<file path="src/hdl/csvtl_pkg.sv">
`default_nettype none
package csvtl_pkg;

    localparam int VAL_W = 32;
    localparam int NDIG  = 10;

    localparam logic [7:0] CH_ZERO  = 8'h30;
    localparam logic [7:0] CH_MINUS = 8'h2D;
    localparam logic [7:0] CH_COLON = 8'h3A;
    localparam logic [7:0] CH_COMMA = 8'h2C;
    localparam logic [7:0] CH_NL    = 8'h0A;

    localparam logic CFG_PREFIX_CHARS  = 1'b0;
    localparam logic CFG_PREFIX_LENGTH = 1'b1;

    typedef struct packed {
        logic [4*NDIG-1:0] bcd;
        logic [3:0]        ndig;
        logic              neg;
        logic              last;
        logic              first;
    } csvtl_item_t;

    typedef struct packed {
        logic full;
        logic empty;
    } csvtl_q_stat_t;

    typedef enum logic [1:0] {
        F_IDLE,
        F_CONV,
        F_PUSH
    } csvtl_front_st_t;

    typedef enum logic [2:0] {
        B_IDLE,
        B_PREFIX,
        B_COLON,
        B_COMMA,
        B_SIGN,
        B_DIGIT,
        B_NL
    } csvtl_back_st_t;

endpackage
`default_nettype wire

</file>
<file path="src/hdl/csvtl_front.sv">
`default_nettype none
module csvtl_front (
    input  wire logic                       clk,
    input  wire logic                       rst_n,
    input  wire logic                       in_valid,
    output logic                            in_ready,
    input  wire logic signed [31:0]         channel_value,
    input  wire logic                       frame_end,
    input  wire csvtl_pkg::csvtl_q_stat_t   q_stat,
    output logic                            push,
    output csvtl_pkg::csvtl_item_t          push_item
);
    import csvtl_pkg::*;

    csvtl_front_st_t   state_reg, state_next;
    logic [VAL_W-1:0]  mag_reg, mag_next;
    logic [4*NDIG-1:0] bcd_reg, bcd_next;
    logic [4:0]        cnt_reg, cnt_next;
    logic              neg_reg, neg_next;
    logic              last_reg, last_next;
    logic              first_reg, first_next;
    logic              frame_open_reg, frame_open_next;
    logic [4*NDIG-1:0] adj;
    logic [3:0]        ndig;

    always_ff @(posedge clk or negedge rst_n)
    begin
        if (!rst_n)
        begin
            state_reg      <= F_IDLE;
            frame_open_reg <= 1'b0;
        end
        else
        begin
            state_reg      <= state_next;
            frame_open_reg <= frame_open_next;
        end
    end

    always_ff @(posedge clk)
    begin
        mag_reg   <= mag_next;
        bcd_reg   <= bcd_next;
        cnt_reg   <= cnt_next;
        neg_reg   <= neg_next;
        last_reg  <= last_next;
        first_reg <= first_next;
    end

    always_comb
    begin
        for (int i = 0; i < NDIG; i++)
        begin
            if (bcd_reg[4*i +: 4] >= 4'd5)
                adj[4*i +: 4] = bcd_reg[4*i +: 4] + 4'd3;
            else
                adj[4*i +: 4] = bcd_reg[4*i +: 4];
        end
    end

    always_comb
    begin
        ndig = 4'd1;
        for (int i = 0; i < NDIG; i++)
        begin
            if (bcd_reg[4*i +: 4] != 4'd0)
                ndig = 4'(i + 1);
        end
    end

    always_comb
    begin
        state_next      = state_reg;
        mag_next        = mag_reg;
        bcd_next        = bcd_reg;
        cnt_next        = cnt_reg;
        neg_next        = neg_reg;
        last_next       = last_reg;
        first_next      = first_reg;
        frame_open_next = frame_open_reg;
        in_ready        = 1'b0;
        push            = 1'b0;
        case (state_reg)
            F_IDLE:
            begin
                in_ready = 1'b1;
                if (in_valid)
                begin
                    neg_next        = channel_value[VAL_W-1];
                    mag_next        = channel_value[VAL_W-1] ?
                                      (32'd0 - $unsigned(channel_value)) :
                                      $unsigned(channel_value);
                    bcd_next        = '0;
                    cnt_next        = 5'd0;
                    last_next       = frame_end;
                    first_next      = !frame_open_reg;
                    frame_open_next = !frame_end;
                    state_next      = F_CONV;
                end
            end
            F_CONV:
            begin
                bcd_next = {adj[4*NDIG-2:0], mag_reg[VAL_W-1]};
                mag_next = {mag_reg[VAL_W-2:0], 1'b0};
                cnt_next = cnt_reg + 5'd1;
                if (cnt_reg == 5'd31)
                    state_next = F_PUSH;
            end
            F_PUSH:
            begin
                if (!q_stat.full)
                begin
                    push       = 1'b1;
                    state_next = F_IDLE;
                end
            end
            default:
            begin
                state_next = F_IDLE;
            end
        endcase
    end

    assign push_item.bcd   = bcd_reg;
    assign push_item.ndig  = ndig;
    assign push_item.neg   = neg_reg;
    assign push_item.last  = last_reg;
    assign push_item.first = first_reg;

endmodule
`default_nettype wire

</file>
<file path="src/hdl/csvtl_queue.sv">
`default_nettype none
module csvtl_queue (
    input  wire logic                  clk,
    input  wire logic                  rst_n,
    input  wire logic                  push,
    input  wire csvtl_pkg::csvtl_item_t push_item,
    input  wire logic                  pop,
    output csvtl_pkg::csvtl_item_t     pop_item,
    output csvtl_pkg::csvtl_q_stat_t   q_stat
);
    import csvtl_pkg::*;

    csvtl_item_t slot_reg [2];
    logic        wr_ptr_reg, wr_ptr_next;
    logic        rd_ptr_reg, rd_ptr_next;
    logic [1:0]  count_reg, count_next;

    always_ff @(posedge clk or negedge rst_n)
    begin
        if (!rst_n)
        begin
            wr_ptr_reg <= 1'b0;
            rd_ptr_reg <= 1'b0;
            count_reg  <= 2'd0;
        end
        else
        begin
            wr_ptr_reg <= wr_ptr_next;
            rd_ptr_reg <= rd_ptr_next;
            count_reg  <= count_next;
        end
    end

    always_ff @(posedge clk)
    begin
        if (push)
            slot_reg[wr_ptr_reg] <= push_item;
    end

    always_comb
    begin
        wr_ptr_next = push ? !wr_ptr_reg : wr_ptr_reg;
        rd_ptr_next = pop ? !rd_ptr_reg : rd_ptr_reg;
        count_next  = count_reg + {1'b0, push} - {1'b0, pop};
    end

    assign pop_item     = slot_reg[rd_ptr_reg];
    assign q_stat.full  = (count_reg == 2'd2);
    assign q_stat.empty = (count_reg == 2'd0);

endmodule
`default_nettype wire

</file>
<file path="src/hdl/csvtl_back.sv">
`default_nettype none
module csvtl_back #(
    parameter int PREFIX_MAX = 8
) (
    input  wire logic                  clk,
    input  wire logic                  rst_n,
    input  wire csvtl_pkg::csvtl_q_stat_t q_stat,
    input  wire csvtl_pkg::csvtl_item_t   pop_item,
    output logic                       pop,
    input  wire logic [63:0]           prefix_chars,
    input  wire logic [3:0]            prefix_length,
    output logic                       out_valid,
    input  wire logic                  out_ready,
    output logic [7:0]                 out_byte,
    output logic                       run_last
);
    import csvtl_pkg::*;

    localparam int         PIDX_W = (PREFIX_MAX > 1) ? $clog2(PREFIX_MAX) : 1;
    localparam logic [3:0] PMAX4  = 4'(PREFIX_MAX);

    csvtl_back_st_t     st_reg, st_next;
    csvtl_item_t        item_reg, item_next;
    logic [3:0]         plen_reg, plen_next;
    logic [PIDX_W-1:0]  pidx_reg, pidx_next;
    logic [3:0]         didx_reg, didx_next;
    logic               out_valid_reg, out_valid_next;
    logic [7:0]         out_byte_reg, out_byte_next;
    logic               run_last_reg, run_last_next;
    logic               advance;
    logic [3:0]         plen_sat;
    logic [3:0]         digit;
    csvtl_back_st_t     after_sep;

    always_ff @(posedge clk or negedge rst_n)
    begin
        if (!rst_n)
        begin
            st_reg        <= B_IDLE;
            out_valid_reg <= 1'b0;
        end
        else
        begin
            st_reg        <= st_next;
            out_valid_reg <= out_valid_next;
        end
    end

    always_ff @(posedge clk)
    begin
        item_reg     <= item_next;
        plen_reg     <= plen_next;
        pidx_reg     <= pidx_next;
        didx_reg     <= didx_next;
        out_byte_reg <= out_byte_next;
        run_last_reg <= run_last_next;
    end

    assign advance   = !out_valid_reg || out_ready;
    assign plen_sat  = (prefix_length > PMAX4) ? PMAX4 : prefix_length;
    assign digit     = item_reg.bcd[{didx_reg, 2'b00} +: 4];
    assign after_sep = item_reg.neg ? B_SIGN : B_DIGIT;

    always_comb
    begin
        st_next        = st_reg;
        item_next      = item_reg;
        plen_next      = plen_reg;
        pidx_next      = pidx_reg;
        didx_next      = didx_reg;
        out_valid_next = out_valid_reg && !out_ready;
        out_byte_next  = out_byte_reg;
        run_last_next  = run_last_reg;
        pop            = 1'b0;
        case (st_reg)
            B_IDLE:
            begin
                if (!q_stat.empty)
                begin
                    pop       = 1'b1;
                    item_next = pop_item;
                    plen_next = plen_sat;
                    pidx_next = '0;
                    didx_next = pop_item.ndig - 4'd1;
                    if (!pop_item.first)
                        st_next = B_COMMA;
                    else if (plen_sat != 4'd0)
                        st_next = B_PREFIX;
                    else if (pop_item.neg)
                        st_next = B_SIGN;
                    else
                        st_next = B_DIGIT;
                end
            end
            B_PREFIX:
            begin
                if (advance)
                begin
                    out_valid_next = 1'b1;
                    out_byte_next  = prefix_chars[{pidx_reg, 3'b000} +: 8];
                    run_last_next  = 1'b0;
                    if (4'(pidx_reg) + 4'd1 == plen_reg)
                        st_next = B_COLON;
                    else
                        pidx_next = pidx_reg + 1'b1;
                end
            end
            B_COLON:
            begin
                if (advance)
                begin
                    out_valid_next = 1'b1;
                    out_byte_next  = CH_COLON;
                    run_last_next  = 1'b0;
                    st_next        = after_sep;
                end
            end
            B_COMMA:
            begin
                if (advance)
                begin
                    out_valid_next = 1'b1;
                    out_byte_next  = CH_COMMA;
                    run_last_next  = 1'b0;
                    st_next        = after_sep;
                end
            end
            B_SIGN:
            begin
                if (advance)
                begin
                    out_valid_next = 1'b1;
                    out_byte_next  = CH_MINUS;
                    run_last_next  = 1'b0;
                    st_next        = B_DIGIT;
                end
            end
            B_DIGIT:
            begin
                if (advance)
                begin
                    out_valid_next = 1'b1;
                    out_byte_next  = CH_ZERO + {4'd0, digit};
                    run_last_next  = 1'b0;
                    if (didx_reg == 4'd0)
                    begin
                        if (item_reg.last)
                            st_next = B_NL;
                        else
                        begin
                            run_last_next = 1'b1;
                            st_next       = B_IDLE;
                        end
                    end
                    else
                        didx_next = didx_reg - 4'd1;
                end
            end
            B_NL:
            begin
                if (advance)
                begin
                    out_valid_next = 1'b1;
                    out_byte_next  = CH_NL;
                    run_last_next  = 1'b1;
                    st_next        = B_IDLE;
                end
            end
            default:
            begin
                st_next = B_IDLE;
            end
        endcase
    end

    assign out_valid = out_valid_reg;
    assign out_byte  = out_byte_reg;
    assign run_last  = run_last_reg;

endmodule
`default_nettype wire

</file>
<file path="src/hdl/int_csv_telemetry_line_encoder.sv">
// Channel  | Direction | Handshake            | Payload
// in       | input     | in_valid / in_ready   | channel_value[31:0] signed, frame_end
// out      | output    | out_valid / out_ready | out_byte[7:0], run_last
// cfg      | input     | cfg_we                | cfg_index, cfg_wdata[63:0]
//
// Front end per sample: accept, 32 shift-add-3 BCD steps, queue push once the queue has room.
// Back end pops a sample from the 2-entry queue, then sends 1 to 21 bytes, one per cycle while out_ready holds.
// The front end can take a new sample while the back end still sends the last one.
// Reset clears frame state, queue and output valid; prefix registers reset to zero.
// A stalled output holds in the output register while the front end converts on.
`default_nettype none
module int_csv_telemetry_line_encoder #(
    parameter int PREFIX_MAX = 8
) (
    input  wire logic               clk,
    input  wire logic               rst_n,
    input  wire logic               in_valid,
    output logic                    in_ready,
    input  wire logic signed [31:0] channel_value,
    input  wire logic               frame_end,
    output logic                    out_valid,
    input  wire logic               out_ready,
    output logic [7:0]              out_byte,
    output logic                    run_last,
    input  wire logic               cfg_we,
    input  wire logic               cfg_index,
    input  wire logic [63:0]        cfg_wdata
);
    import csvtl_pkg::*;

    logic [63:0]   prefix_chars_reg, prefix_chars_next;
    logic [3:0]    prefix_length_reg, prefix_length_next;
    csvtl_q_stat_t q_stat;
    csvtl_item_t   push_item;
    csvtl_item_t   pop_item;
    logic          push;
    logic          pop;

    always_ff @(posedge clk or negedge rst_n)
    begin
        if (!rst_n)
        begin
            prefix_chars_reg  <= '0;
            prefix_length_reg <= '0;
        end
        else
        begin
            prefix_chars_reg  <= prefix_chars_next;
            prefix_length_reg <= prefix_length_next;
        end
    end

    always_comb
    begin
        prefix_chars_next  = prefix_chars_reg;
        prefix_length_next = prefix_length_reg;
        if (cfg_we)
        begin
            case (cfg_index)
                CFG_PREFIX_CHARS:  prefix_chars_next  = cfg_wdata;
                CFG_PREFIX_LENGTH: prefix_length_next = cfg_wdata[3:0];
                default:           prefix_chars_next  = prefix_chars_reg;
            endcase
        end
    end

    csvtl_front u_front (
        .clk           (clk),
        .rst_n         (rst_n),
        .in_valid      (in_valid),
        .in_ready      (in_ready),
        .channel_value (channel_value),
        .frame_end     (frame_end),
        .q_stat        (q_stat),
        .push          (push),
        .push_item     (push_item)
    );

    csvtl_queue u_queue (
        .clk       (clk),
        .rst_n     (rst_n),
        .push      (push),
        .push_item (push_item),
        .pop       (pop),
        .pop_item  (pop_item),
        .q_stat    (q_stat)
    );

    csvtl_back #(
        .PREFIX_MAX (PREFIX_MAX)
    ) u_back (
        .clk           (clk),
        .rst_n         (rst_n),
        .q_stat        (q_stat),
        .pop_item      (pop_item),
        .pop           (pop),
        .prefix_chars  (prefix_chars_reg),
        .prefix_length (prefix_length_reg),
        .out_valid     (out_valid),
        .out_ready     (out_ready),
        .out_byte      (out_byte),
        .run_last      (run_last)
    );

    a_no_push_full: assert property (@(posedge clk) disable iff (!rst_n)
        !(push && q_stat.full))
        else $error("push into full queue");

    a_no_pop_empty: assert property (@(posedge clk) disable iff (!rst_n)
        !(pop && q_stat.empty))
        else $error("pop from empty queue");

    a_busy_after_accept: assert property (@(posedge clk) disable iff (!rst_n)
        in_valid && in_ready |=> !in_ready)
        else $error("front end took a request while converting");

    a_last_byte_kind: assert property (@(posedge clk) disable iff (!rst_n)
        out_valid && run_last |->
            (out_byte == CH_NL) || ((out_byte >= CH_ZERO) && (out_byte <= 8'h39)))
        else $error("request closed on a byte that is not a digit or newline");

endmodule
`default_nettype wire

</file>
<file path="config.mk">
export PLATFORM = sky130hd
export DESIGN_NAME = int_csv_telemetry_line_encoder
export DESIGN_NICKNAME = d
export VERILOG_FILES = /design/src/hdl/csvtl_pkg.sv /design/src/hdl/csvtl_front.sv /design/src/hdl/csvtl_queue.sv /design/src/hdl/csvtl_back.sv /design/src/hdl/int_csv_telemetry_line_encoder.sv
export SDC_FILE = /design/constraint.sdc
export NUM_CORES = 1
export LEC_CHECK = 0
export BUFFER_PORTS_ARGS = -buffer_cell sky130_fd_sc_hd__buf_4
export CAP_MARGIN = 25
export CORE_ASPECT_RATIO = 1.75
export CORE_UTILIZATION = 41
export DETAILED_ROUTE_END_ITERATION = 8
export GPL_ROUTABILITY_DRIVEN = 1
export GPL_TIMING_DRIVEN = 1
export RECOVER_POWER = 50
export SLEW_MARGIN = 10
export SYNTH_ARGS = -nofsm -noshare
export SYNTH_HDL_FRONTEND = slang
export SYNTH_SLANG_ARGS = --single-unit
</file>
<file path="constraint.sdc">
create_clock -name clk -period 3.7 [get_ports clk]
set_clock_uncertainty 0.15 [all_clocks]
set_input_delay 0.74 -clock clk [delete_from_list [all_inputs] [get_ports clk]]
set_output_delay 0.74 -clock clk [all_outputs]
set_load 0.01 [all_outputs]
</file>
# Word-level counts from Yosys, hierarchy flattened
# Memory sizes are Yosys's and may differ from the RTL's.
# Index checks and enable logic that the tools add are counted.
[word_totals]
reg_bits = 221
mem_bits_rw = 94
in_bits = 103
out_inout_bits = 11
elab_cells = 201
n_memories = 1
[classes]
add_sub_neg = 19
order_cmp = 11
n_eq_ne = 27
shifts = 2
n_mux = 75
n_bitwise = 2
reduce_logical = 41
[memory_table]
columns = ["name", "words", "width", "rd", "rd_ports_with_merged_regs", "wr", "line", "text"]
rows = [
  ["u_queue.slot_reg", 2, 47, 1, 0, 1, "csvtl_queue.sv:13", "csvtl_item_t slot_reg [2];"],
]
[ops]
columns = ["operator", "count"]
rows = [
  ["$mux 4", 21],
  ["$pmux 40 s2", 1],
  ["$mux 32", 2],
  ["$pmux 32 s2", 1],
  ["$shiftx 64x7->8", 1],
  ["$mux 8", 6],
  ["$pmux 8 s6", 1],
  ["$mux 3", 15],
  ["$ge 4x3->1 const B", 10],
  ["$mux 40", 1],
  ["$reduce_bool 4->1", 10],
  ["$shiftx 40x7->4", 1],
  ["$add 4x2->4 const B", 9],
  ["$sub 1x32->32 const A", 1],
  ["$ne 2x1->1 const B", 11],
  ["$pmux 3 s6", 1],
  ["$mux 1", 16],
  ["$reduce_and 4->1", 3],
  ["$ne 2x2->1 const B", 5],
  ["$pmux 5 s2", 1],
  ["$reduce_and 2->1", 5],
  ["$eq 3x3->1 const B", 3],
  ["$mux 2", 4],
  ["$pmux 4 s2", 1],
  ["other kinds (35)", 47],
]

# Logic depth before layout (Yosys ltp)
[logic_depth]
depth_word = 10
depth_mapped = 9
ltp_nobuf = 7

# Cells and area by module
# A second synthesis with hierarchy kept.
[unflattened]
cells_unflattened = 1023
hier_area_um2 = 14843.0
[modules_own_cells]
columns = ["mod", "n_inst", "cells_per_inst", "area_each_um2", "seq_area_each_um2"]
rows = [
  ["csvtl_front", 1, 497, 4946.0, 2477.4],
  ["csvtl_queue", 1, 161, 3667.3, 2922.8],
  ["csvtl_back", 1, 220, 3379.5, 1961.9],
  ["int_csv_telemetry_line_encoder", 1, 145, 2850.2, 1701.6],
]

# Worst setup path before layout
# Ideal clock, no wire load.
[synth_path]
kind = "reg-to-reg"
startpoint = "register u_front.state_reg[0]"
endpoint = "memory u_queue.slot_reg[0][0] (netlist name), enable pin"
setup_time_ps = 457
arrival_ps = 2908
required_ps = 3093
setup_slack_ps = 185
stages_incl_launch_ff = 4
n_path_buf = 0
synth_period_minus_slack_ps = 3515
path_cell_list = "dfrtp_1 -> nor2b_1 -> nor2b_1 -> nor2b_1"
[synth_via]
elab_chain_len = 4
[synth_rtl]
columns = ["item", "line", "text"]
rows = [
  ["from (decl)", "csvtl_front.sv:15", "csvtl_front_st_t state_reg, state_next;"],
  ["from (signal assigned)", "csvtl_front.sv:35", "state_reg <= state_next;"],
  ["$eq 2x2->1", "csvtl_front.sv:83", "case (state_reg)"],
  ["$mux 1", "csvtl_front.sv:83", ""],
  ["named net push", "int_csv_telemetry_line_encoder.sv:36", "logic push;"],
  ["$mux 1", "csvtl_queue.sv:36", "if (push)"],
  ["$mux 1 (implied by the code)", "csvtl_queue.sv:37", "slot_reg[wr_ptr_reg] <= push_item;"],
  ["to (decl)", "csvtl_queue.sv:13", ""],
]
# The timed path passes the listed nets, and every way through them passes these cells.

# Final worst setup path
[layout_path]
startpoint = "input port cfg_we"
endpoint = "register prefix_chars_reg[53]"
[layout_via]
elab_chain_len = 1
[layout_rtl]
columns = ["item", "line", "text"]
rows = [
  ["from (decl)", "int_csv_telemetry_line_encoder.sv:25", "input wire logic cfg_we,"],
  ["$reduce_and 2->1 (no line)", "n/a", ""],
  ["to (signal assigned)", "int_csv_telemetry_line_encoder.sv:48", "prefix_chars_reg <= prefix_chars_next;"],
  ["to (decl)", "int_csv_telemetry_line_encoder.sv:31", "logic [63:0] prefix_chars_reg, prefix_chars_next;"],
]
# No other way between the ends.
# A chain may end at the register's enable or synchronous reset.

==> metrics.txt <==
# TYPE chip_impl_metric gauge
chip_impl_metric{name="clkSlewWorstSetupHoldPaths",unit="ns"} 0.06
chip_impl_metric{name="placementRows",unit=""} 90
chip_impl_metric{name="worstMarginPinSlew",unit="ns"} 2.22
chip_impl_metric{name="cts-buffers-inserted",unit=""} 30
chip_impl_metric{name="synth_simple_gate_area_share",unit=""} 0.0827
chip_impl_metric{name="detail_route.first_pass.iterations",unit=""} 5
chip_impl_metric{name="grt_max_degree",unit=""} 80
chip_impl_metric{name="place_congestion",unit=""} 0.848
chip_impl_metric{name="ant_nets",unit=""} 0
chip_impl_metric{name="wirelength",unit="um"} 28400
chip_impl_metric{name="cap_viol_max_count",unit=""} 2
chip_impl_metric{name="mean_instance_size_in_the_synthesized_netlist",unit="um^2"} 14.0
chip_impl_metric{name="synth.top_cell.area_share",unit=""} 0.495
chip_impl_metric{name="totalNegativeSetupSlack",unit="ns"} 0
chip_impl_metric{name="floorplan.io_pins",unit=""} 114
chip_impl_metric{name="power_density",unit="nW/um^2"} 778
chip_impl_metric{name="synthesis.yosys.warnings",unit=""} 0
chip_impl_metric{name="logic_gate_share_of_total_power",unit=""} 0.294
chip_impl_metric{name="die_height",unit="um"} 249
chip_impl_metric{name="vias_in_the_first_global_route",unit=""} 8568
chip_impl_metric{name="grt_overflow_total",unit=""} 0
chip_impl_metric{name="distinct_cells_synth",unit=""} 56
chip_impl_metric{name="mappedNetlistNets",unit=""} 1156
chip_impl_metric{name="fin_worst_hold_slack",unit="ns"} 0.250
chip_impl_info{name="tritoncts_clock_tree",value="built"} 1
chip_impl_info{name="netlist.top_cell.by_area",value="edfxtp_1"} 1
chip_impl_metric{name="power_switching_share",unit=""} 0.320
chip_impl_metric{name="number_of_synthesized_flops_with_an_enable_pin",unit=""} 236
chip_impl_metric{name="place_ws",unit="ns"} 0.530
chip_impl_metric{name="final-instance-count-excl-fill",unit=""} 1623
chip_impl_metric{name="vdd.ir_drop.worst",unit="uV"} 433
chip_impl_metric{name="final_net_count",unit=""} 1269
chip_impl_metric{name="port_buffers",unit=""} 113
chip_impl_metric{name="antenna_found_initial",unit=""} 0
chip_impl_info{name="hp-start",value="frame_end"} 1
chip_impl_metric{name="design.core.area",unit="um^2"} 34500
chip_impl_metric{name="seq_power_share",unit=""} 0.462
chip_impl_metric{name="cp.required",unit="ns"} 3.98
chip_impl_metric{name="ctsResizeCount",unit=""} 0
chip_impl_metric{name="global_route.usage.total",unit=""} 0.162
chip_impl_info{name="min-delay-path-class",value="primary input to flop"} 1
chip_impl_metric{name="floorplan.initialDensity",unit=""} 0.415
chip_impl_metric{name="die_w",unit="um"} 143
chip_impl_metric{name="clock_group_share_of_total_power",unit=""} 0.244
chip_impl_info{name="grt_setup_unrepaired",value="no"} 1
chip_impl_metric{name="final-hold-violation-count",unit=""} 0
chip_impl_metric{name="post_drt_wl_per_cell",unit="um"} 17.5
chip_impl_metric{name="design_power_total",unit="mW"} 13.1
chip_impl_info{name="ys_dominant_reg_cell",value="edfxtp_1"} 1
chip_impl_metric{name="grt_first_pass_wirelength",unit="um"} 44800
chip_impl_info{name="violations",value="max-capacitance violations, max-slew violations"} 1
chip_impl_metric{name="finalWorstSetupSlack",unit="ns"} 0.788
chip_impl_metric{name="remaining_drc_errors",unit=""} 0
chip_impl_metric{name="power.internal",unit="mW"} 8.88
chip_impl_metric{name="synth-seq-area-share",unit=""} 0.633
chip_impl_metric{name="routed-via-count",unit=""} 8278
chip_impl_metric{name="cts.repair_timing.setup_buffer_count",unit=""} 0
chip_impl_metric{name="reported_net_switching_power",unit="mW"} 4.19
chip_impl_metric{name="largest_register_ffs",unit=""} 94
chip_impl_metric{name="die_area",unit="um^2"} 35700
chip_impl_info{name="launching_point_of_the_worst_reg2reg_path",value="u_front.state_reg[0]"} 1
chip_impl_metric{name="detailed_place_hpwl",unit="um"} 20000
chip_impl_metric{name="final_layout_size_suffix_gt1_frac",unit=""} 0.282
chip_impl_metric{name="mappedNetlistArea",unit="um^2"} 14300
chip_impl_info{name="timing.setup.critical_path_class",value="primary input to flop"} 1
chip_impl_metric{name="drtIter0Drc",unit=""} 349
chip_impl_metric{name="timing.max_slew.rel_slack",unit=""} -0.480
chip_impl_info{name="largest_family_of_logic_cells_by_synthesized_area",value="multiplexers"} 1
chip_impl_metric{name="vias_per_cell",unit=""} 5.10
chip_impl_metric{name="placed_cells",unit=""} 1565
chip_impl_info{name="ctsRootBufferMaster",value="clkbuf_16"} 1
chip_impl_metric{name="postSynthRegisterBits",unit=""} 315
chip_impl_info{name="synth.top_cells.by_area",value="edfxtp_1 (50%), dfrtp_1 (14%), mux2_2 (9.0%)"} 1
chip_impl_metric{name="clk_path_buf_depth",unit=""} 3
chip_impl_info{name="kind_of_end_point_of_the_critical_path",value="flop"} 1
chip_impl_metric{name="muxShareOfSynthArea",unit=""} 0.136
chip_impl_metric{name="synth_compound_gate_area_share",unit=""} 0.0646
chip_impl_metric{name="setup_viol",unit=""} 0
chip_impl_metric{name="postSynthCellCount",unit=""} 1026
chip_impl_metric{name="maxSlewViolCount",unit=""} 72
chip_impl_metric{name="async_flop_share",unit=""} 0.251
chip_impl_metric{name="h_tree_level_count",unit=""} 1
chip_impl_info{name="timing.critical_path.from_type",value="primary input"} 1
chip_impl_metric{name="synthesized_area_fraction_occupied_by_adder_cells",unit=""} 0.0236
chip_impl_info{name="run_status",value="finished with violations"} 1
chip_impl_metric{name="maximum_net_fanout_on_the_critical_path",unit=""} 40
chip_impl_metric{name="fin_crit_sh",unit=""} 0.787
chip_impl_metric{name="timing.critical_path.arrival",unit="ns"} 3.20
chip_impl_info{name="setup.worst_path.start",value="cfg_we"} 1
chip_impl_metric{name="clock_latency",unit="ns"} 0.55
chip_impl_metric{name="p_leak",unit="nW"} 6.30
chip_impl_metric{name="antenna_cell_count",unit=""} 0
chip_impl_metric{name="clock_sinks",unit=""} 315
chip_impl_metric{name="area_delta_synth_final",unit="%"} 17.2
chip_impl_metric{name="post-route-min-period",unit="ns"} 2.91
chip_impl_metric{name="fmax",unit="MHz"} 343
chip_impl_metric{name="synthXorXnorAreaFrac",unit=""} 0.0373
[path summary, 6_finish.rpt]
check	to	slack, ns	cells after the start
setup / recovery	prefix_chars_reg[53]	0.79	4
setup reg to reg	u_front.mag_reg[7]	0.98	3
min in group asynchronous	prefix_chars_reg[13]	0.89	2
max in group asynchronous	u_back.out_valid	1.57	3
hold reg to reg	u_front.frame_open_reg	0.33	2
hold / removal	u_front.last_reg	0.25	1
[through the flow]
stage / utilization / instance area [um^2]
CTS: 0.487 / 16800
finish: 0.487 / 16800
floorplan: - / 14300
global placement: 0.457 / 15700
global route: 0.487 / 16800
detailed placement: 0.457 / 15700
[timing repair]
action,in CTS,in global routing
endpoints found under the setup margin,0,0
endpoints found under the hold margin,0,23
hold buffers,0,1
[critical path, stage by stage]
cell and delay, ns:
buf_4 0.08, nor2b_1 1.65, buf_12 0.32, mux2_2 0.37
[power groups by stage]
stage,logic [mW],clock network [mW],registers (mW)
6_report,3.84,3.19,6.04
5_1_grt,4.34,3.40,6.18
4_1_cts,3.95,3.28,6.05
3_5_place_dp,3.92,0,6.13
3_3_place_gp,3.85,0,6.09
2_1_floorplan,3.00,0,5.73
[routing by layer]
metal,GRT usage,share of wire,vias to the layer above
li1,-,-,4035
met1,0.169,0.36,4024
met2,0.314,0.56,178
met3,0.0231,0.043,41
met4,0.0663,0.036,0
met5,0,0,-
[final cells by class]
class                   instances  area, um^2
fillers                      3101       17700
flip-flops and latches        315        9060
multi-input cells             631        4940
repair buffers                130        1040
clock buffers                  39         880
well taps                     460         576
clock inverters                17         164
inverters                      31         116
[synthesized netlist by cell type, types with 6 or more instances]
| master | number |
|---|---|
| clkbuf_1 | 32 |
| or4_1 | 9 |
| inv_1 | 31 |
| edfxtp_1 | 236 |
| o21ai_1 | 15 |
| o31ai_1 | 8 |
| o21ai_0 | 31 |
| nand2b_1 | 14 |
| nor2_1 | 84 |
| nand3_1 | 7 |
| o41ai_1 | 6 |
| mux2_2 | 114 |
| xor2_1 | 38 |
| mux2i_1 | 15 |
| nor2b_1 | 15 |
| nor3_1 | 18 |
| or3_1 | 6 |
| xnor2_1 | 23 |
| buf_1 | 12 |
| nor4_1 | 7 |
| a21oi_1 | 51 |
| mux4_2 | 23 |
| dfrtp_1 | 79 |
| nand2_1 | 62 |
| ha_1 | 27 |
[cells in the final DEF, fill, tap and decap left out, drive strengths merged, types with 4 or more instances in the layout]
master	instances
edfxtp	236
buf	122
mux2	114
nor2	84
dfrtp	79
nand2	62
a21oi	51
clkbuf	46
o21ai	46
xor2	38
inv	33
ha	27
xnor2	23
mux4	23
nor3	18
mux2i	15
nor2b	15
nand2b	14
o41ai	12
or4	11
clkinv	11
o31ai	8
nor4	7
nand3	7
or3	6
or2	6
nor3b	5
and2	4
[cell families (layout without fill, tap and decap cells)]
family | Yosys count | in the layout
AO/OA/AOI/OAI | 144 | 144
XOR/XNOR | 61 | 61
adder cells (fa/ha/maj) | 27 | 27
buffers and inverters | 80 | 217
flip-flops | 315 | 315
multiplexers | 152 | 152
AND/OR/NAND/NOR | 247 | 247
Power figures use the tool's default switching activity.
